## src/bresl_pkg.sv

```systemverilog
// Shared constants for the Bresenham line point generator.
package bresl_pkg;

  localparam int unsigned FieldBits   = 6;   // fixed width of every coordinate field
  localparam int unsigned CoordBitsDef = 6;  // default internal coordinate width
  localparam int unsigned InDataBits  = 24;  // four fields, already whole bytes
  localparam int unsigned OutDataBits = 16;  // two fields, padded to bytes
  localparam int unsigned QueueDepth  = 2;

endpackage

```

## src/bresl_front.sv

```systemverilog
// Front end: classifies a line request into major/minor axis setup.
module bresl_front
  import bresl_pkg::*;
#(
  parameter int unsigned COORD_BITS = CoordBitsDef,
  parameter int unsigned CMD_BITS   = 3 + 4 * COORD_BITS
) (
  input  logic [FieldBits-1:0] start_x,
  input  logic [FieldBits-1:0] start_y,
  input  logic [FieldBits-1:0] end_x,
  input  logic [FieldBits-1:0] end_y,
  output logic [CMD_BITS-1:0]  cmd
);

  localparam int unsigned CB = COORD_BITS;

  logic [CB-1:0] x0, y0, x1, y1;
  logic [CB:0]   dx, dy;
  logic [CB-1:0] adx, ady;
  logic          steep;
  logic          maj_neg, min_neg;
  logic [CB-1:0] ma0, mi0, dmaj, dmin;

  assign x0 = start_x[CB-1:0];
  assign y0 = start_y[CB-1:0];
  assign x1 = end_x[CB-1:0];
  assign y1 = end_y[CB-1:0];

  assign dx  = {1'b0, x1} - {1'b0, x0};
  assign dy  = {1'b0, y1} - {1'b0, y0};
  assign adx = dx[CB] ? CB'(-dx) : dx[CB-1:0];
  assign ady = dy[CB] ? CB'(-dy) : dy[CB-1:0];

  // ties go to the steep (y-major) case
  assign steep   = (ady >= adx);
  assign ma0     = steep ? y0 : x0;
  assign mi0     = steep ? x0 : y0;
  assign dmaj    = steep ? ady : adx;
  assign dmin    = steep ? adx : ady;
  assign maj_neg = steep ? dy[CB] : dx[CB];
  assign min_neg = steep ? dx[CB] : dy[CB];

  assign cmd = {steep, maj_neg, min_neg, ma0, mi0, dmaj, dmin};

endmodule

```

## src/bresl_queue.sv

```systemverilog
// Short command queue between the front end and the stepping back end.
module bresl_queue
  import bresl_pkg::*;
#(
  parameter int unsigned WIDTH = 8,
  parameter int unsigned DEPTH = QueueDepth
) (
  input  logic             clk,
  input  logic             rst_n,
  input  logic             wr_en,
  input  logic [WIDTH-1:0] wr_data,
  output logic             full,
  input  logic             rd_en,
  output logic [WIDTH-1:0] rd_data,
  output logic             empty
);

  localparam int unsigned PW = (DEPTH > 1) ? $clog2(DEPTH) : 1;
  localparam int unsigned CW = $clog2(DEPTH + 1);

  logic [WIDTH-1:0] mem [DEPTH];
  logic [PW-1:0]    wr_ptr_r, rd_ptr_r;
  logic [CW-1:0]    count_r;

  assign full    = (count_r == CW'(DEPTH));
  assign empty   = (count_r == '0);
  assign rd_data = mem[rd_ptr_r];

  always_ff @(posedge clk) begin
    if (wr_en && !full) begin
      mem[wr_ptr_r] <= wr_data;
    end
  end

  always_ff @(posedge clk) begin
    if (!rst_n) begin
      wr_ptr_r <= '0;
      rd_ptr_r <= '0;
      count_r  <= '0;
    end else begin
      if (wr_en && !full) begin
        wr_ptr_r <= (wr_ptr_r == PW'(DEPTH - 1)) ? '0 : wr_ptr_r + 1'b1;
      end
      if (rd_en && !empty) begin
        rd_ptr_r <= (rd_ptr_r == PW'(DEPTH - 1)) ? '0 : rd_ptr_r + 1'b1;
      end
      count_r <= count_r + CW'(wr_en && !full) - CW'(rd_en && !empty);
    end
  end

endmodule

```

## src/bresl_back.sv

```systemverilog
// Back end: steps along the major axis and emits one point per cycle while pt_ready keeps the output free.
module bresl_back
  import bresl_pkg::*;
#(
  parameter int unsigned COORD_BITS = CoordBitsDef,
  parameter int unsigned CMD_BITS   = 3 + 4 * COORD_BITS
) (
  input  logic                 clk,
  input  logic                 rst_n,
  input  logic [CMD_BITS-1:0]  cmd,
  input  logic                 cmd_avail,
  output logic                 cmd_pop,
  output logic                 pt_valid,
  input  logic                 pt_ready,
  output logic [FieldBits-1:0] pt_x,
  output logic [FieldBits-1:0] pt_y,
  output logic                 pt_last,
  output logic                 pt_empty
);

  localparam int unsigned CB = COORD_BITS;
  localparam int unsigned EW = COORD_BITS + 3;

  logic          c_steep, c_maj_neg, c_min_neg;
  logic [CB-1:0] c_ma0, c_mi0, c_dmaj, c_dmin;
  assign {c_steep, c_maj_neg, c_min_neg, c_ma0, c_mi0, c_dmaj, c_dmin} = cmd;

  logic                 active_r, nopts_r;
  logic                 steep_r, maj_neg_r, min_neg_r;
  logic [CB-1:0]        maj_r, mnr_r, rem_r;
  logic signed [EW-1:0] err_r, two_dmin_r, two_diff_r;
  logic                 out_valid_r, out_last_r, out_empty_r;
  logic [FieldBits-1:0] out_x_r, out_y_r;

  logic                 slot_free, step;
  logic [CB-1:0]        maj_nxt, mnr_nxt;
  logic signed [EW-1:0] err_nxt;
  logic signed [EW-1:0] l_two_dmin, l_two_dmaj;
  logic                 last_pt;

  assign slot_free = !out_valid_r || pt_ready;
  assign step      = active_r && slot_free;
  assign cmd_pop   = !active_r && cmd_avail;

  assign l_two_dmin = EW'({c_dmin, 1'b0});
  assign l_two_dmaj = EW'({c_dmaj, 1'b0});

  always_comb begin
    maj_nxt = maj_neg_r ? maj_r - 1'b1 : maj_r + 1'b1;
    if (err_r > 0) begin
      err_nxt = err_r + two_diff_r;
      mnr_nxt = min_neg_r ? mnr_r - 1'b1 : mnr_r + 1'b1;
    end else begin
      err_nxt = err_r + two_dmin_r;
      mnr_nxt = mnr_r;
    end
  end

  assign last_pt = (rem_r == CB'(1));

  always_ff @(posedge clk) begin
    if (cmd_pop) begin
      steep_r    <= c_steep;
      maj_neg_r  <= c_maj_neg;
      min_neg_r  <= c_min_neg;
      maj_r      <= c_ma0;
      mnr_r      <= c_mi0;
      rem_r      <= c_dmaj - 1'b1;
      two_dmin_r <= l_two_dmin;
      two_diff_r <= l_two_dmin - l_two_dmaj;
      err_r      <= l_two_dmin - EW'(c_dmaj);
    end else if (step && !nopts_r) begin
      maj_r <= maj_nxt;
      mnr_r <= mnr_nxt;
      err_r <= err_nxt;
      rem_r <= rem_r - 1'b1;
    end
    if (step) begin
      out_last_r <= nopts_r || last_pt;
      out_empty_r <= nopts_r;
      if (nopts_r) begin
        out_x_r <= '0;
        out_y_r <= '0;
      end else begin
        out_x_r <= FieldBits'(steep_r ? mnr_nxt : maj_nxt);
        out_y_r <= FieldBits'(steep_r ? maj_nxt : mnr_nxt);
      end
    end
  end

  always_ff @(posedge clk) begin
    if (!rst_n) begin
      active_r    <= 1'b0;
      nopts_r     <= 1'b0;
      out_valid_r <= 1'b0;
    end else begin
      if (cmd_pop) begin
        active_r <= 1'b1;
        nopts_r  <= (c_dmaj < CB'(2));
      end else if (step && (nopts_r || last_pt)) begin
        active_r <= 1'b0;
      end
      if (step) begin
        out_valid_r <= 1'b1;
      end else if (pt_ready) begin
        out_valid_r <= 1'b0;
      end
    end
  end

  assign pt_valid = out_valid_r;
  assign pt_x     = out_x_r;
  assign pt_y     = out_y_r;
  assign pt_last  = out_last_r;
  assign pt_empty = out_empty_r;

endmodule

```

## src/bresenham_line_points.sv

```systemverilog
// Top level of the Bresenham line point generator.
// A request passes the queue, then a load of the stepping unit, then a step, before its first point is valid.
// Throughput: one point per cycle while out_tready holds, with a load of the stepping unit
// between lines; a 2-entry queue absorbs requests.
// The single major-axis stepping unit in the back end sets the rate.
// Reset: synchronous active-low rst_n empties the queue and the output register.
module bresenham_line_points
  import bresl_pkg::*;
#(
  parameter int unsigned COORD_BITS = CoordBitsDef
) (
  input  logic                   clk,
  input  logic                   rst_n,
  input  logic                   in_tvalid,
  output logic                   in_tready,
  input  logic [InDataBits-1:0]  in_tdata,   // start_x, start_y, end_x, end_y
  output logic                   out_tvalid,
  input  logic                   out_tready,
  output logic [OutDataBits-1:0] out_tdata,  // point_x, point_y, zero pad
  output logic                   out_tlast,  // last_point
  output logic                   out_tuser   // no_points
);

  localparam int unsigned CmdBits = 3 + 4 * COORD_BITS;

  logic [CmdBits-1:0]   cmd_in, cmd_out;
  logic                 q_full, q_empty, q_pop;
  logic [FieldBits-1:0] pt_x, pt_y;

  bresl_front #(.COORD_BITS(COORD_BITS), .CMD_BITS(CmdBits)) u_front (
    .start_x (in_tdata[FieldBits-1:0]),
    .start_y (in_tdata[2*FieldBits-1:FieldBits]),
    .end_x   (in_tdata[3*FieldBits-1:2*FieldBits]),
    .end_y   (in_tdata[4*FieldBits-1:3*FieldBits]),
    .cmd     (cmd_in)
  );

  assign in_tready = !q_full;

  bresl_queue #(.WIDTH(CmdBits), .DEPTH(QueueDepth)) u_queue (
    .clk     (clk),
    .rst_n   (rst_n),
    .wr_en   (in_tvalid),
    .wr_data (cmd_in),
    .full    (q_full),
    .rd_en   (q_pop),
    .rd_data (cmd_out),
    .empty   (q_empty)
  );

  bresl_back #(.COORD_BITS(COORD_BITS), .CMD_BITS(CmdBits)) u_back (
    .clk       (clk),
    .rst_n     (rst_n),
    .cmd       (cmd_out),
    .cmd_avail (!q_empty),
    .cmd_pop   (q_pop),
    .pt_valid  (out_tvalid),
    .pt_ready  (out_tready),
    .pt_x      (pt_x),
    .pt_y      (pt_y),
    .pt_last   (out_tlast),
    .pt_empty  (out_tuser)
  );

  assign out_tdata = {(OutDataBits - 2 * FieldBits)'(0), pt_y, pt_x};

`ifndef SYNTHESIS
  // an empty-line result carries zero coordinates and closes its line
  a_empty_result: assert property (@(posedge clk) disable iff (!rst_n)
    out_tvalid && out_tuser |-> out_tlast && (out_tdata == '0))
    else $error("empty-line result malformed");

  // nothing is presented in the cycle after reset
  a_reset_quiet: assert property (@(posedge clk)
    !rst_n |=> !out_tvalid)
    else $error("output valid right after reset");
`endif

endmodule
```

## config.mk

```make
export PLATFORM = sky130hd
export DESIGN_NAME = bresenham_line_points
export DESIGN_NICKNAME = d
export VERILOG_FILES = /design/src/bresl_pkg.sv /design/src/bresl_front.sv /design/src/bresl_queue.sv /design/src/bresl_back.sv /design/src/bresenham_line_points.sv
export SDC_FILE = /design/constraint.sdc
export NUM_CORES = 1
export LEC_CHECK = 0
export ABC_AREA = 1
export BUFFER_PORTS_ARGS = -buffer_cell sky130_fd_sc_hd__clkbuf_2
export CAP_MARGIN = 20
export CELL_PAD_IN_SITES_DETAIL_PLACEMENT = 0
export CELL_PAD_IN_SITES_GLOBAL_PLACEMENT = 1
export CORE_MARGIN = 2
export CORE_UTILIZATION = 33
export DETAILED_ROUTE_END_ITERATION = 16
export PLACE_DENSITY_LB_ADDON = 0.1
export SYNTH_ARGS = -nofsm -noshare
export SYNTH_HDL_FRONTEND = slang
export SYNTH_HIERARCHICAL = 1
export SYNTH_SLANG_ARGS = --single-unit
```

## constraint.sdc

```tcl
create_clock -name clk -period 3.28 [get_ports clk]
set_input_delay 0.164 -clock clk [delete_from_list [all_inputs] [get_ports clk]]
set_output_delay 0.164 -clock clk [all_outputs]
set_load 0.05 [all_outputs]
```

==> metrics.csv <==
stage,metric,value,unit
setup_path,worstPathArrival,2.98,ns
setup_path,crit_type,in -> reg,
placed_design,place_ws,0.0352,ns
yosys,ys_seq_elements,119,
clock_network,h-tree-depth,4,
yosys,synth_top_cell_by_area,edfxtp_1,
final_layout,final_cells,1188,
setup_path,critical_path.slowest_cell,fa_1,
run_status,run_status,"complete, no violations",
global_routing,grt_pass1_wl,28.1,mm
drt,wire_per_inst,14.5,µm
yosys,synthSimpleGateAreaFrac,0.208,
global_routing,track_usage,0.149,
floorplan,start_util,0.336,
clock_network,numCtsBuffers,17,
clock_network,cts-root-buf,clkbuf_16,
setup_path,startpoint,in_tdata[6],
clock_network,postCtsSetupBuffers,0,
floorplan,die_y,156,µm
drt,postRouteAntennaNets,0,
timing,final-max-slew-violation-count,0,
yosys,synth_compound_area_frac,0.0711,
final_layout,multi_input_area,0.00349,mm²
floorplan,die_area,0.0244,mm²
setup_path,cpMostUsedCell,nand2_1,
timing,finalSetupViolations,0,
setup_path,reg2reg_from,u_back/err_r[6],
timing,hold_viol,0,
yosys,synthAdderAreaFrac,0.104,
timing,rsz0062_at_grt,no,
placed_design,place_hpwl,13.3,mm
global_routing,grt-ovfl-total,0,
yosys,synth_area_per_cell,9.14,µm²
timing,fmax,355,MHz
setup_path,crit_cells,19,
global_routing,antenna_found_initial,0,
setup_path,crit_path_end,u_queue/mem[1][13],
drt,wl,17.2,mm
timing,timing.final.crit_share,0.859,
floorplan,io-pin-count,48,
clock_network,cts_tree,done,
yosys,yosysTopAreaCellShare,0.436,
setup_path,start_kind,input pin,
yosys,ys_seq_area_frac,0.457,
yosys,synthCells,836,
floorplan,rows,55,
final_layout,finalNetCount,977,
final_layout,drive_gt1_frac,0.155,
setup_path,required,3.44,ns
setup_path,crit_path_end_kind,flop,
job,maxCapViolCount,0,
placed_design,dpl.cell_count,1156,
placed_design,placed_cell_area,0.00814,mm²
final_layout,seq_area,0.00349,mm²
timing,fin_skew,0.0101,ns
yosys,synth_warnings,6,
setup_path,crit_path_cell_trace,"clkbuf_2, ha_1, fa_1, inv_1, nand3_1, nand2_1, nand2_1, nand2_1, nand3b_1, nand2_1, nand2_1, nand2_1, inv_1, ha_1, a21oi_1, o21a_1, nand3_1, buf_12, o21ai_0",
setup_path,ff2ff_setup_slack,0.71,ns
drt,vias,5487,
drt,first_iter_violations,332,
setup_path,path_delay_family,adder cells,
global_routing,grt_max_degree,41,
yosys,yosys-top-cells-area,"edfxtp_1 44%, nand2_1 11%, ha_1 8.5%",
setup_path,crit_buf_inv,4,
clock_network,path_clk_slew,0.06,ns
placed_design,io_buffers,43,
clock_network,clk_latency,0.42,ns
final_layout,final_cell_area,0.00872,mm²
drt,drc,0,
yosys,synthDistinctLibCells,47,
setup_path,cpPeakStageDelay,0.38,ns
timing,setup_tns,0,ns
yosys,synth_xor_area_frac,0.0205,
clock_network,holdBufCountCts,0,
timing,tightest_slew,0.868,ns
yosys,synthMuxAreaShare,0.0509,
clock_network,clock-sinks,119,
final_layout,areaGrowthSynthToFinish,14.2,%
setup_path,cp_max_fo,38,
yosys,syn-cell-area,0.00764,mm²
clock_network,cts_resized,0,
timing,period_needed,2.82,ns
drt,vias_per_cell,4.62,
setup_path,worst-r2r-cell-count,13,
hold_path,min_path_type,in -> reg,
setup_path,timing.rr.end,u_back/err_r[7],
yosys,synth_top_family_by_area,simple AND/OR/NAND/NOR gates,
final_layout,n_fill_cell,2279,
placed_design,gp_routability_congestion,0.858,
timing,slew-limit-headroom,0.421,
floorplan,core_region_area,0.0227,mm²
drt,drt-pass1-iter-count,5,
timing,setup_slack,0.462,ns
clock_network,cts_buffer_depth,2,
global_routing,grt_pass1_vias,5403,
final_layout,antennaDiodeCount,0,
floorplan,die_w,156,µm
==> layout by cell type, fill, tap and decap left out, drive strengths merged <==
cell	netlist	final
nand2	241	241
inv	127	137
edfxtp	111	111
nand3	60	60
clkbuf	4	60
ha	52	52
o21ai	41	41
a21oi	40	40
nor2	34	34
mux2	27	27
buf	20	13
nand4	11	11
xnor2	9	9
nand3b	8	8
dfxtp	8	8
xor2	8	8
fa	7	7
or2	7	7
a31oi	6	6
conb	1	4
clkinv	1	3
clkinvlp	0	2
a21o	2	2
a2bb2oi	2	2
nor3	2	2
a21boi	2	2
bufinv	0	1
mux2i	1	1
o21bai	1	1
o31ai	1	1
o211ai	1	1
o21a	1	1
==> cell type report <==
class,instances,area share
flip-flops and latches,119,0.401
multi-input cells,568,0.400
inverters,128,0.0551
clock buffers,17,0.0488
well taps,285,0.0409
repair buffers,56,0.0373
clock inverters,15,0.0178
==> worst min-delay path by stage <==
stage,from,end,cells after the start
finish,in_tvalid,u_queue/wr_ptr_r,3
global route,out_tready,u_back/pt_valid,4
CTS,in_tvalid,u_queue/wr_ptr_r,3
detailed placement,in_tvalid,u_queue/wr_ptr_r,3
global placement,out_tready,u_back/pt_valid,4
floorplan,rst_n,u_queue/count_r[0],2
==> sequential cells by signal (all words and copies together) (netlist names), 2 cells and up, named ones only <==
signal and cells:
u_queue/count_r 2, u_back/pt_x 6, u_back/rem_r 6, u_back/two_diff_r 7, u_queue/mem 54, u_back/maj_r 6
u_back/err_r 9, u_back/mnr_r 6, u_back/pt_y 6, u_back/two_dmin_r 6
==> kinds of logic (layout without fill, tap and decap cells) <==
kind of cell / count (synthesis) / in the layout
simple gates: 363 / 363
buf+inv: 152 / 216
flops: 119 / 119
compound gates: 97 / 97
fa+ha+maj: 59 / 59
mux: 28 / 28
xor+xnor: 17 / 17
other cells: 1 / 4
==> worst reg2reg max path, delay by kind of cell, from the launching register on <==
| family | cells | cell delay [ns] |
|---|---|---|
| AND/OR/NAND/NOR | 11 | 1.25 |
| flip-flops | 1 | 0.44 |
| adder cells (fa/ha/maj) | 2 | 0.63 |
==> synth_stat cells, drive strengths merged <==
cell type / number
nand2: 241
mux2i: 1
nor3: 2
o21ai: 41
nor2: 34
a2bb2oi: 2
xnor2: 9
nand3: 60
a21boi: 2
nand3b: 8
edfxtp: 111
conb: 1
o211ai: 1
a21o: 2
o21a: 1
inv: 127
dfxtp: 8
clkinv: 1
nand4: 11
fa: 7
o21bai: 1
a31oi: 6
buf: 20
mux2: 27
a21oi: 40
xor2: 8
o31ai: 1
ha: 52
clkbuf: 4
or2: 7
==> per-layer routing <==
layer	vias to the layer above	GRT usage	wire (µm)
met2	76	0.257	8300
met4	0	0.0472	148
met5	-	0	0
met3	10	0.0225	356
li1	2881	-	-
met1	2520	0.194	8410
==> stage by stage <==
| step | hold WS [ns] | utilization |
|---|---|---|
| 2_1_floorplan | 0.257 | - |
| 3_3_place_gp | 0.446 | 0.359 |
| 3_5_place_dp | 0.466 | 0.359 |
| 4_1_cts | 0.0253 | 0.384 |
| 5_1_grt | 0.0505 | 0.384 |
| 6_report | 0.0362 | 0.384 |
Power is not shown: default switching activity piles up to over one toggle a cycle in this logic, so the estimate is an artifact.
